### src/rtl/lpd_pkg.sv
// Package: shared types and constants of the lidar packet deframer.
`timescale 1ns / 1ps

package lpd_pkg;

   localparam logic [7:0]  HDR_LO   = 8'hAA;
   localparam logic [7:0]  HDR_HI   = 8'h55;
   localparam logic [15:0] SUM_SEED = 16'h55AA;

   // byte lane of a sample triple
   localparam logic [1:0] LANE_B0 = 2'd0;
   localparam logic [1:0] LANE_B1 = 2'd1;
   localparam logic [1:0] LANE_B2 = 2'd2;

   typedef struct packed {
      logic       req_type;
      logic [7:0] rx_byte;
   } req_item_type;

   typedef struct packed {
      logic        status;
      logic [5:0]  sample_index;
      logic [7:0]  intensity;
      logic [13:0] distance;
      logic        distance_ok;
      logic [15:0] angle_start;
      logic [15:0] angle_end;
      logic [7:0]  packet_type;
      logic        end_of_cycle;
      logic        last;
      logic [31:0] error_count;
      logic [31:0] cycle_count;
   } rsp_item_type;

   typedef enum logic [3:0] {
      ST_HUNT_LO,
      ST_HUNT_HI,
      ST_TYPE,
      ST_COUNT,
      ST_FSA_LO,
      ST_FSA_HI,
      ST_LSA_LO,
      ST_LSA_HI,
      ST_CS_LO,
      ST_CS_HI,
      ST_DATA,
      ST_CHECK,
      ST_RD_ISSUE,
      ST_RD_LOAD
   } state_type;

   typedef enum logic [3:0] {
      BOP_NONE,
      BOP_TYPE,
      BOP_COUNT,
      BOP_FSA_LO,
      BOP_FSA_HI,
      BOP_LSA_LO,
      BOP_LSA_HI,
      BOP_CS_LO,
      BOP_CS_HI,
      BOP_DATA
   } byte_op_type;

   typedef struct packed {
      byte_op_type byte_op;
      logic        err_inc;
      logic        err_clr;
      logic        cyc_inc;
      logic        wr_clr;
      logic        rd_clr;
      logic        rd_issue;
      logic        load_sample;
      logic        load_error;
   } cmd_type;

   typedef struct packed {
      logic hdr_lo_ok;
      logic hdr_hi_ok;
      logic count_bad;
      logic total_zero;
      logic data_last;
      logic sum_match;
      logic eoc;
      logic read_last;
      logic slot_free;
   } status_type;

endpackage

### src/rtl/lpd_datapath.sv
// Datapath: packet fields, checksum, sample memory, counters and result register.
`timescale 1ns / 1ps

module lpd_datapath #(
   parameter int MAX_SAMPLES = 64
) (
   input  logic                 clock,
   input  logic                 reset,
   input  lpd_pkg::req_item_type req_data,
   input  lpd_pkg::cmd_type     cmd,
   output lpd_pkg::status_type  sts,
   output logic                 rsp_valid,
   input  logic                 rsp_ready,
   output lpd_pkg::rsp_item_type rsp_data
);
   import lpd_pkg::*;

   localparam int IW = (MAX_SAMPLES > 1) ? $clog2(MAX_SAMPLES) : 1;

   logic [7:0]    type_ff, type_in;
   logic [7:0]    total_ff, total_in;
   logic [15:0]   start_ff, start_in;
   logic [15:0]   end_ff, end_in;
   logic [15:0]   expect_ff, expect_in;
   logic [15:0]   sum_ff, sum_in;
   logic [1:0]    lane_ff, lane_in;
   logic [IW-1:0] wr_idx_ff, wr_idx_in;
   logic [IW-1:0] rd_idx_ff, rd_idx_in;
   logic [31:0]   errors_ff, errors_in;
   logic [31:0]   cycles_ff, cycles_in;
   logic          rsp_valid_ff, rsp_valid_in;
   rsp_item_type  rsp_ff, rsp_in;
   logic [7:0]    rd_b0_ff, rd_b1_ff, rd_b2_ff;
   logic [7:0]    b;
   logic [7:0]    rd_idx8;

   // one memory per byte lane, so all three bytes of a sample are read together
   logic [7:0] mem0 [MAX_SAMPLES];
   logic [7:0] mem1 [MAX_SAMPLES];
   logic [7:0] mem2 [MAX_SAMPLES];

   assign b       = req_data.rx_byte;
   assign rd_idx8 = 8'(rd_idx_ff);

   always_comb begin
      sts.hdr_lo_ok  = (b == HDR_LO);
      sts.hdr_hi_ok  = (b == HDR_HI);
      sts.count_bad  = ({1'b0, b} > 9'(MAX_SAMPLES));
      sts.total_zero = (total_ff == 8'd0);
      sts.data_last  = (lane_ff == LANE_B2) &&
                       ((9'(wr_idx_ff) + 9'd1) == {1'b0, total_ff});
      sts.sum_match  = (sum_ff == expect_ff);
      sts.eoc        = (end_ff < start_ff);
      sts.read_last  = ((9'(rd_idx_ff) + 9'd1) == {1'b0, total_ff});
      sts.slot_free  = !rsp_valid_ff || rsp_ready;
   end

   always_comb begin
      type_in   = type_ff;
      total_in  = total_ff;
      start_in  = start_ff;
      end_in    = end_ff;
      expect_in = expect_ff;
      sum_in    = sum_ff;
      lane_in   = lane_ff;
      wr_idx_in = wr_idx_ff;
      unique case (cmd.byte_op)
         BOP_NONE: begin
         end
         BOP_TYPE: begin
            type_in = b;
            sum_in  = SUM_SEED ^ {8'h00, b};
         end
         BOP_COUNT: begin
            if (!sts.count_bad) begin
               total_in = b;
               sum_in   = sum_ff ^ {b, 8'h00};
            end
         end
         BOP_FSA_LO: begin
            start_in = {8'h00, b};
            sum_in   = sum_ff ^ {8'h00, b};
         end
         BOP_FSA_HI: begin
            start_in = {b, start_ff[7:0]};
            sum_in   = sum_ff ^ {b, 8'h00};
         end
         BOP_LSA_LO: begin
            end_in = {8'h00, b};
            sum_in = sum_ff ^ {8'h00, b};
         end
         BOP_LSA_HI: begin
            end_in = {b, end_ff[7:0]};
            sum_in = sum_ff ^ {b, 8'h00};
         end
         BOP_CS_LO: begin
            expect_in = {8'h00, b};
         end
         BOP_CS_HI: begin
            expect_in = {b, expect_ff[7:0]};
         end
         BOP_DATA: begin
            // third byte of a triple goes into the high half of the sum
            if (lane_ff == LANE_B2) begin
               sum_in    = sum_ff ^ {b, 8'h00};
               lane_in   = LANE_B0;
               wr_idx_in = wr_idx_ff + IW'(1);
            end else begin
               sum_in  = sum_ff ^ {8'h00, b};
               lane_in = lane_ff + 2'd1;
            end
         end
         default: begin
         end
      endcase
      if (cmd.wr_clr) begin
         lane_in   = LANE_B0;
         wr_idx_in = '0;
      end
   end

   always_comb begin
      errors_in = errors_ff;
      if (cmd.err_clr) begin
         errors_in = '0;
      end else if (cmd.err_inc) begin
         errors_in = errors_ff + 32'd1;
      end
      cycles_in = cycles_ff;
      if (cmd.cyc_inc) begin
         cycles_in = cycles_ff + 32'd1;
      end
      rd_idx_in = rd_idx_ff;
      if (cmd.rd_clr) begin
         rd_idx_in = '0;
      end else if (cmd.load_sample) begin
         rd_idx_in = rd_idx_ff + IW'(1);
      end
   end

   always_comb begin
      rsp_valid_in = rsp_valid_ff;
      if (cmd.load_sample || cmd.load_error) begin
         rsp_valid_in = 1'b1;
      end else if (rsp_ready) begin
         rsp_valid_in = 1'b0;
      end
      rsp_in              = rsp_ff;
      rsp_in.angle_start  = start_ff;
      rsp_in.angle_end    = end_ff;
      rsp_in.packet_type  = type_ff;
      rsp_in.error_count  = errors_in;
      rsp_in.cycle_count  = cycles_in;
      if (cmd.load_error) begin
         rsp_in.status       = 1'b1;
         rsp_in.sample_index = '0;
         rsp_in.intensity    = '0;
         rsp_in.distance     = '0;
         rsp_in.distance_ok  = 1'b0;
         rsp_in.end_of_cycle = 1'b0;
         rsp_in.last         = 1'b1;
      end else begin
         rsp_in.status       = 1'b0;
         rsp_in.sample_index = rd_idx8[5:0];
         rsp_in.intensity    = rd_b0_ff;
         rsp_in.distance     = {rd_b2_ff, rd_b1_ff[7:2]};
         rsp_in.distance_ok  = (rd_b1_ff[1:0] == 2'b00);
         rsp_in.end_of_cycle = sts.eoc;
         rsp_in.last         = sts.read_last;
      end
   end

   always_ff @(posedge clock) begin
      if (reset) begin
         type_ff      <= '0;
         total_ff     <= '0;
         start_ff     <= '0;
         end_ff       <= '0;
         expect_ff    <= '0;
         sum_ff       <= '0;
         lane_ff      <= LANE_B0;
         wr_idx_ff    <= '0;
         rd_idx_ff    <= '0;
         errors_ff    <= '0;
         cycles_ff    <= '0;
         rsp_valid_ff <= 1'b0;
      end else begin
         type_ff      <= type_in;
         total_ff     <= total_in;
         start_ff     <= start_in;
         end_ff       <= end_in;
         expect_ff    <= expect_in;
         sum_ff       <= sum_in;
         lane_ff      <= lane_in;
         wr_idx_ff    <= wr_idx_in;
         rd_idx_ff    <= rd_idx_in;
         errors_ff    <= errors_in;
         cycles_ff    <= cycles_in;
         rsp_valid_ff <= rsp_valid_in;
      end
   end

   always_ff @(posedge clock) begin
      if (cmd.load_sample || cmd.load_error) begin
         rsp_ff <= rsp_in;
      end
   end

   always_ff @(posedge clock) begin
      if (cmd.byte_op == BOP_DATA) begin
         unique case (lane_ff)
            LANE_B0: mem0[wr_idx_ff] <= b;
            LANE_B1: mem1[wr_idx_ff] <= b;
            LANE_B2: mem2[wr_idx_ff] <= b;
            default: begin
            end
         endcase
      end
   end

   always_ff @(posedge clock) begin
      if (cmd.rd_issue) begin
         rd_b0_ff <= mem0[rd_idx_ff];
         rd_b1_ff <= mem1[rd_idx_ff];
         rd_b2_ff <= mem2[rd_idx_ff];
      end
   end

   assign rsp_valid = rsp_valid_ff;
   assign rsp_data  = rsp_ff;

endmodule

### src/rtl/lpd_ctrl.sv
// Controller: packet parse and sample readout state machine.
`timescale 1ns / 1ps

module lpd_ctrl (
   input  logic                 clock,
   input  logic                 reset,
   input  logic                 req_valid,
   output logic                 req_ready,
   input  logic                 restart,
   input  lpd_pkg::status_type  sts,
   output lpd_pkg::cmd_type     cmd
);
   import lpd_pkg::*;

   state_type state_ff, state_in;
   logic      accept;

   always_ff @(posedge clock) begin
      if (reset) begin
         state_ff <= ST_HUNT_LO;
      end else begin
         state_ff <= state_in;
      end
   end

   always_comb begin
      state_in = state_ff;
      cmd      = '0;
      cmd.byte_op = BOP_NONE;
      req_ready = (state_ff != ST_CHECK) && (state_ff != ST_RD_ISSUE) &&
                  (state_ff != ST_RD_LOAD);
      accept = req_valid && req_ready;

      if (accept && restart) begin
         cmd.err_clr = 1'b1;
         cmd.wr_clr  = 1'b1;
         state_in    = ST_HUNT_LO;
      end else begin
         unique case (state_ff)
            ST_HUNT_LO: begin
               if (accept) begin
                  if (sts.hdr_lo_ok) begin
                     state_in = ST_HUNT_HI;
                  end else begin
                     cmd.err_inc = 1'b1;
                  end
               end
            end
            ST_HUNT_HI: begin
               if (accept) begin
                  if (sts.hdr_hi_ok) begin
                     state_in = ST_TYPE;
                  end else begin
                     cmd.err_inc = 1'b1;
                     state_in    = ST_HUNT_LO;
                  end
               end
            end
            ST_TYPE: begin
               if (accept) begin
                  cmd.byte_op = BOP_TYPE;
                  state_in    = ST_COUNT;
               end
            end
            ST_COUNT: begin
               if (accept) begin
                  cmd.byte_op = BOP_COUNT;
                  if (sts.count_bad) begin
                     cmd.err_inc = 1'b1;
                     state_in    = ST_HUNT_LO;
                  end else begin
                     state_in = ST_FSA_LO;
                  end
               end
            end
            ST_FSA_LO: begin
               if (accept) begin
                  cmd.byte_op = BOP_FSA_LO;
                  state_in    = ST_FSA_HI;
               end
            end
            ST_FSA_HI: begin
               if (accept) begin
                  cmd.byte_op = BOP_FSA_HI;
                  state_in    = ST_LSA_LO;
               end
            end
            ST_LSA_LO: begin
               if (accept) begin
                  cmd.byte_op = BOP_LSA_LO;
                  state_in    = ST_LSA_HI;
               end
            end
            ST_LSA_HI: begin
               if (accept) begin
                  cmd.byte_op = BOP_LSA_HI;
                  state_in    = ST_CS_LO;
               end
            end
            ST_CS_LO: begin
               if (accept) begin
                  cmd.byte_op = BOP_CS_LO;
                  state_in    = ST_CS_HI;
               end
            end
            ST_CS_HI: begin
               if (accept) begin
                  cmd.byte_op = BOP_CS_HI;
                  cmd.wr_clr  = 1'b1;
                  state_in    = sts.total_zero ? ST_CHECK : ST_DATA;
               end
            end
            ST_DATA: begin
               if (accept) begin
                  cmd.byte_op = BOP_DATA;
                  if (sts.data_last) begin
                     state_in = ST_CHECK;
                  end
               end
            end
            ST_CHECK: begin
               // bad sum: wait for the result slot, then one error result
               if (!sts.sum_match) begin
                  if (sts.slot_free) begin
                     cmd.err_inc    = 1'b1;
                     cmd.load_error = 1'b1;
                     state_in       = ST_HUNT_LO;
                  end
               end else begin
                  cmd.cyc_inc = sts.eoc;
                  cmd.rd_clr  = 1'b1;
                  state_in    = sts.total_zero ? ST_HUNT_LO : ST_RD_ISSUE;
               end
            end
            ST_RD_ISSUE: begin
               cmd.rd_issue = 1'b1;
               state_in     = ST_RD_LOAD;
            end
            ST_RD_LOAD: begin
               if (sts.slot_free) begin
                  cmd.load_sample = 1'b1;
                  state_in        = sts.read_last ? ST_HUNT_LO : ST_RD_ISSUE;
               end
            end
            default: begin
               state_in = ST_HUNT_LO;
            end
         endcase
      end
   end

endmodule

### src/rtl/lidar_packet_deframer_top.sv
// Top level: lidar packet deframer, controller plus datapath.
//
//  channel | direction | handshake            | payload
//  req     | in        | req_valid/req_ready  | req_data (req_item_type)
//  rsp     | out       | rsp_valid/rsp_ready  | rsp_data (rsp_item_type)
//
// Header, field and sample bytes are taken one per cycle, one request each.
// After the last byte of a packet req_ready drops for the checksum compare and
// then, per sample, a registered sample memory read and the result register
// load, so a packet holds the input until its last result is loaded.
// A stalled result holds the readout; reset is synchronous and clears control
// state and counters, the sample memory is not cleared.
`timescale 1ns / 1ps

module lidar_packet_deframer_top #(
   parameter int MAX_SAMPLES = 64
) (
   input  logic                  clock,
   input  logic                  reset,
   input  logic                  req_valid,
   output logic                  req_ready,
   input  lpd_pkg::req_item_type req_data,
   output logic                  rsp_valid,
   input  logic                  rsp_ready,
   output lpd_pkg::rsp_item_type rsp_data
);
   import lpd_pkg::*;

   cmd_type    cmd;
   status_type sts;

   lpd_ctrl u_ctrl (
      .clock     (clock),
      .reset     (reset),
      .req_valid (req_valid),
      .req_ready (req_ready),
      .restart   (req_data.req_type),
      .sts       (sts),
      .cmd       (cmd)
   );

   lpd_datapath #(
      .MAX_SAMPLES (MAX_SAMPLES)
   ) u_datapath (
      .clock     (clock),
      .reset     (reset),
      .req_data  (req_data),
      .cmd       (cmd),
      .sts       (sts),
      .rsp_valid (rsp_valid),
      .rsp_ready (rsp_ready),
      .rsp_data  (rsp_data)
   );

`ifndef SYNTHESIS
   // results are only produced while the input side is held off
   a_no_load_while_ready: assert property (@(posedge clock) disable iff (reset)
      !(req_ready && (cmd.load_sample || cmd.load_error)))
      else $error("result loaded while accepting requests");

   // never overwrite a result that has not been taken
   a_load_into_free_slot: assert property (@(posedge clock) disable iff (reset)
      (cmd.load_sample || cmd.load_error) |-> sts.slot_free)
      else $error("result register overwritten");

   // error result only on a checksum mismatch
   a_error_on_mismatch: assert property (@(posedge clock) disable iff (reset)
      cmd.load_error |-> (!sts.sum_match && cmd.err_inc))
      else $error("error result without checksum mismatch");

   // a loaded result shows up as valid in the next cycle
   a_load_gives_valid: assert property (@(posedge clock) disable iff (reset)
      (cmd.load_sample || cmd.load_error) |=> rsp_valid)
      else $error("loaded result not presented");
`endif

endmodule

### config.mk
export PLATFORM = sky130hd
export DESIGN_NAME = lidar_packet_deframer_top
export DESIGN_NICKNAME = d
export VERILOG_FILES = /design/src/rtl/lpd_pkg.sv /design/src/rtl/lpd_datapath.sv /design/src/rtl/lpd_ctrl.sv /design/src/rtl/lidar_packet_deframer_top.sv
export SDC_FILE = /design/constraint.sdc
export NUM_CORES = 2
export LEC_CHECK = 0
export BUFFER_PORTS_ARGS = -buffer_cell sky130_fd_sc_hd__buf_2
export CAP_MARGIN = 10
export CELL_PAD_IN_SITES_DETAIL_PLACEMENT = 1
export CELL_PAD_IN_SITES_GLOBAL_PLACEMENT = 2
export CORE_MARGIN = 2
export CORE_UTILIZATION = 40
export DETAILED_ROUTE_END_ITERATION = 8
export HOLD_SLACK_MARGIN = 0.1
export PLACE_DENSITY = 0.7
export SLEW_MARGIN = 20
export SYNTH_ARGS = -nofsm -noshare
export SYNTH_HDL_FRONTEND = slang
export SYNTH_HIERARCHICAL = 1
export SYNTH_SLANG_ARGS = --single-unit
### constraint.sdc
create_clock -name clock -period 13.98 [get_ports clock]
set_input_delay 2.097 -clock clock [delete_from_list [all_inputs] [get_ports clock]]
set_output_delay 2.097 -clock clock [all_outputs]
set_load 0.02 [all_outputs]
## After elaboration in Yosys (flattened, before gate mapping)

Memories as Yosys holds them, arrays and structs flattened. A register that Yosys moved wholly into a read port is not among the register bits.
Index checks and enable logic that the tools add are counted.

| operators by class | value |
|---|---|
| add/subtract/negate cells | 7 |
| magnitude comparators | 2 |
| equality and inequality tests | 48 |
| multiplexer cells | 76 |
| bitwise gates (word level) | 7 |
| reductions and logical operators | 29 |

Operators by type and width:

| operator | number |
|---|---|
| $mux 32 | 3 |
| $pmux 16 s2 | 3 |
| $mux 4 | 21 |
| $pmux 16 s5 | 1 |
| $add 32x1->32 const B | 2 |
| $pmux 4 s14 | 1 |
| $pmux 4 s9 | 1 |
| $eq 4x3->1 const B | 8 |
| $eq 4x4->1 const B | 8 |
| $mux 1 | 32 |
| $mux 16 | 2 |
| $mux 30 | 1 |
| $ne 2x1->1 const B | 11 |
| $eq 9x8->1 | 2 |
| $mux 3 | 6 |
| $eq 16x16->1 | 1 |
| $eq 4x2->1 const B | 4 |
| $lt 16x16->1 | 1 |
| $xor 16x16->16 | 1 |
| $xor 16x8->16 | 1 |
| $reduce_and 15->1 | 1 |
| $add 6x1->7 const B | 2 |
| $add 6x1->6 const B | 2 |
| $ne 4x4->1 const B | 3 |
| 24 further kinds | 51 |

| word-level totals | value |
|---|---|
| flip-flop bits (word level) | 299 |
| RAM bits | 1,536 |
| memories kept | 3 |

Memory list:

| memory | depth | width | read ports | clocked after Yosys merged registers in | write ports | RTL line | source |
|---|---|---|---|---|---|---|---|
| u_datapath.mem0 | 64 | 8 | 1 | 1 | 1 | lpd_datapath.sv:38 | `logic [7:0] mem0 [MAX_SAMPLES];` |
| u_datapath.mem1 | 64 | 8 | 1 | 1 | 1 | lpd_datapath.sv:39 | `logic [7:0] mem1 [MAX_SAMPLES];` |
| u_datapath.mem2 | 64 | 8 | 1 | 1 | 1 | lpd_datapath.sv:40 | `logic [7:0] mem2 [MAX_SAMPLES];` |

## Logic depth before layout (Yosys ltp)

| logic depth | value |
|---|---|
| depth in word-level cells | 11 |
| gate-level depth with buffers | 16 |
| mapped depth without buffers | 15 |

## By module

The synthesis kept the hierarchy.

By module, submodules not included:

| module | instances | cells each | area each (um^2) | sequential area each (um^2) |
|---|---|---|---|---|
| lpd_datapath | 1 | 3,980 | 72,315.6 | 54,111.9 |
| lpd_ctrl | 1 | 95 | 656.9 | 80.1 |

## Worst setup path after synthesis

No wires, ideal clock.

| timing path | value |
|---|---|
| kind | input -> register |
| start | input rsp_ready |
| end | register u_datapath.rsp_ff, in the netlist u_datapath/rsp_data[0] (enable) |
| setup time | 489 ps |
| data arrival time | 5,730 ps |
| data required time | 13,491 ps |
| setup slack | 7,761 ps |
| stages on the path | 5 |
| path buffers | 1 |
| path through | nand2b_1 > nor3b_1 > clkbuf_1 > nor2_1 > inv_1 |

RTL lines:

| what | RTL line | source |
|---|---|---|
| start, declared | lidar_packet_deframer_top.sv:24 | `input logic rsp_ready,` |
| end signal, assigned | lpd_datapath.sv:205 | `rsp_ff <= rsp_in;` |
| end, declared | lpd_datapath.sv:32 | `rsp_item_type rsp_ff, rsp_in;` |

## Worst setup path after layout

| timing path | value |
|---|---|
| start | register u_ctrl.state_ff[2] |
| end | output req_ready |

| between the ends | value |
|---|---|
| cells in the longest elaborated chain, start to end | 3 |
| elaborated cells on any way between the ends | 5 |
| classes of those cells | 3 x eq/ne; 2 x reduce/logical |

Ends and longest elaborated chain:

| what | RTL line | source |
|---|---|---|
| start, declared | lpd_ctrl.sv:15 | `state_type state_ff, state_in;` |
| start signal, assigned | lpd_ctrl.sv:22 | `state_ff <= state_in;` |
| $ne 4x4->1 | lpd_ctrl.sv:30 | `req_ready = (state_ff != ST_CHECK) && (state_ff != ST_RD_ISSUE) &&` |
| $logic_and 1x1->1 | lpd_ctrl.sv:30 |  |
| $logic_and 1x1->1 (*) | lpd_ctrl.sv:30 |  |
| end, declared | lidar_packet_deframer_top.sv:21 | `output logic req_ready,` |

Every way passes the cells marked *; elsewhere a longest branch is shown, timed or not.

==> results.py <==
metrics = {
    "setup_path": {
        "path_delay_family": "flip-flops",
        "worst-path-buf-inv": 2,
        "cp-end-kind": "output port",
        "cpMaxStageDelayCell": "dfxtp_1",
        "cp_cell_sequence": "nand2b_1 > a21boi_0 > inv_1 > buf_2",
        "worst_ep_required_time_ns": 11.88,
        "arrival_ns": 2.96,
        "crit_fanout": 23,
        "slowest_delay_ns": 0.81,
        "startpoint_type": "flop",
        "critical_path_class": "reg2out",
    },
    "placement": {
        "dp_hpwl_um": 124000,
        "gp_congestion": 0.811,
        "port-buffer-count": 150,
    },
    "floorplan": {
        "dieArea_mm2": 0.186,
        "die_h_um": 431,
        "fp-row-count": 156,
        "die_w_um": 431,
        "initial_utilization": 0.403,
        "coreArea_mm2": 0.181,
        "io_pins": 151,
    },
    "finish": {
        "final_nets": 4288,
        "final_cell_mix": "edfxtp_1, nor2_1, mux4_2",
        "final_common_cell": "edfxtp_1",
        "multi_input_area_mm2": 0.0176,
        "nFillCells": 17000,
        "drive_gt1_frac": 0.208,
        "area_growth_pct": 13.2,
        "register_area_mm2": 0.0542,
    },
    "clock_network": {
        "cts_resized": 0,
        "clkLatencyLatePin_ns": 0.82,
        "post-cts-setup-buffers": 0,
        "cts_buffer_depth": 3,
        "ctsHoldBuffers": 0,
        "cts-buffers-inserted": 193,
        "cts_root_buf": "clkbuf_16",
        "clk_pin_slew_ns": 0.06,
        "cts-htree-levels": 4,
        "cts_tree": "built",
        "clock_sinks": 1859,
    },
    "global_route": {
        "overflow": 0,
        "grt_pass1_wl_um": 286000,
        "grtUsageTotal": 0.212,
        "grt_max_degree": 124,
        "grt_pass1_vias": 39500,
        "grt_antenna_before_repair": 10,
    },
    "synthesis": {
        "netlist_area_mm2": 0.0730,
        "yosysSeqAreaShare": 0.743,
        "async_flop_share": 0,
        "synthCells": 4075,
        "dominantRegCellSynth": "edfxtp_1",
        "syn_area_per_cell_um2": 17.9,
        "ys.warnings.count": 6,
        "ys_types": 74,
        "synth_edf_count": 1696,
        "synth_nets": 4107,
        "ys_ff_latch": 1859,
    },
    "drt": {
        "wl_per_cell_um": 28.9,
        "drc": 0,
        "vias": 38200,
        "drt-initial-drc-count": 3477,
        "drt-total-wl_um": 196000,
        "drt-pass1-iter-count": 8,
        "vias_per_cell": 5.62,
        "ant_nets": 0,
    },
    "status": {
        "outcome": "finished clean",
    },
    "timing": {
        "rsz0062_at_grt": "no",
        "hold_violations": 0,
        "worst_pin_slew_ns": 1.12,
        "fmax_ghz": 0.198,
        "skew_ns": 0.0335,
        "relSlewSlack": 0.244,
        "slew_violations": 0,
        "fin_crit_ns": 5.05,
        "holdWs_ns": 0.438,
        "tns_ns": 0,
        "setup_viol": 0,
        "timing.final.crit_share": 0.362,
    },
    "run": {
        "cap_violations": 0,
    },
    "power_and_ir_drop": {
        "p_sw_frac": 0.201,
        "switchingPower_w": 0.00228,
        "power_frac_seq": 0.534,
        "power_density_mw_per_mm2": 137,
        "p_clk_frac": 0.455,
        "p_leak_nw": 24.9,
        "ir_drop_v": 0.000118,
        "power.total_w": 0.0113,
        "p_int_w": 0.00906,
        "share_comb_of_total_power": 0.011,
    },
    "min_path": {
        "hold_path.class": "reg2reg",
    },
}
layout make-up:
cell class	instances	area share
clock buffer	249	0.0635
inverter	24	0.00115
clock inverter	109	0.0134
antenna	9	0.000273
multi-input combinational	1951	0.213
sequential	1859	0.656
timing repair buffer	227	0.0173
tap	2370	0.0359
state kept, by name (all words and copies together), names as in the netlist, 32 cells and up:
name,cells
u_datapath/cycles_ff,32
u_datapath/errors_ff,32
u_datapath/mem0,512
u_datapath/mem1,512
u_datapath/mem2,512
u_datapath/rsp_data,136
power groups by stage:
stage	Sequential, W	Clock, W	Combinational [W]
global route	0.00605	0.00546	0.000136
detailed placement	0.00617	0	0.000131
global placement	0.00617	0	0.000127
floorplan	0.00617	0	0.0000166
CTS	0.00605	0.00526	0.000129
finish	0.00605	0.00516	0.000126
final timing paths:
kind	to	cells after the start	slack, ns	startpoint
worst max-delay path	req_ready	4	8.93	u_ctrl/state_ff[2]
worst min-delay path	u_datapath/rsp_data[66]	0	0.44	u_datapath/type_ff[0]
worst max register to register	u_datapath/rd_b2_ff[6]	6	9.09	u_datapath/rd_idx_ff[0]
worst min register to register	u_datapath/rsp_data[66]	0	0.44	u_datapath/type_ff[0]
layer usage:
layer / routed length (um) / track usage / share of wire
met5: 27 / 0 / 0.00014
met2: 95100 / 0.342 / 0.48
met1: 85800 / 0.298 / 0.44
met3: 10600 / 0.0338 / 0.054
met4: 4820 / 0.0571 / 0.025
cell families after synthesis:
family | after synthesis | share of synthesized area
buffers and inverters | 265 | 0.0175
DFF | 1859 | 0.743
xor gates and xnor gates | 105 | 0.0127
AOI/OAI and AO/OA | 414 | 0.0382
muxes | 449 | 0.124
adders and majority gates | 19 | 0.00326
and+or+nand+nor | 964 | 0.0622
cells in the mapped netlist (all sizes together), types with 10 or more instances:
master | number | share of area
a211oi | 70 | 0.0073
a21o | 13 | 0.0013
a21oi | 106 | 0.0073
a22oi | 70 | 0.0072
and3 | 20 | 0.0017
buf | 95 | 0.0087
clkbuf | 146 | 0.0075
dfxtp | 163 | 0.045
edfxtp | 1696 | 0.70
ha | 19 | 0.0033
inv | 24 | 0.0012
mux2i | 86 | 0.012
mux4 | 361 | 0.11
nand2 | 225 | 0.012
nand2b | 18 | 0.0015
nand3 | 39 | 0.0027
nand3b | 10 | 0.0010
nand4 | 26 | 0.0022
nor2 | 386 | 0.020
nor2b | 137 | 0.012
nor3 | 34 | 0.0025
nor3b | 16 | 0.0019
o211ai | 30 | 0.0032
o21ai | 29 | 0.0020
o22ai | 47 | 0.0040
o41ai | 22 | 0.0026
or2 | 14 | 0.0012
xnor2 | 64 | 0.0078
xor2 | 41 | 0.0049
through the flow:
step,utilization,setup WS (ns),cell area [um2],cells
finish,0.457,8.93,82600,6798
global route,0.457,8.76,82600,6792
CTS,0.456,8.89,82600,6789
detailed placement,0.421,8.27,76200,6431
global placement,0.421,8.33,76200,6431
floorplan,-,7.76,73000,4075
(Power assumes the default switching activity.)
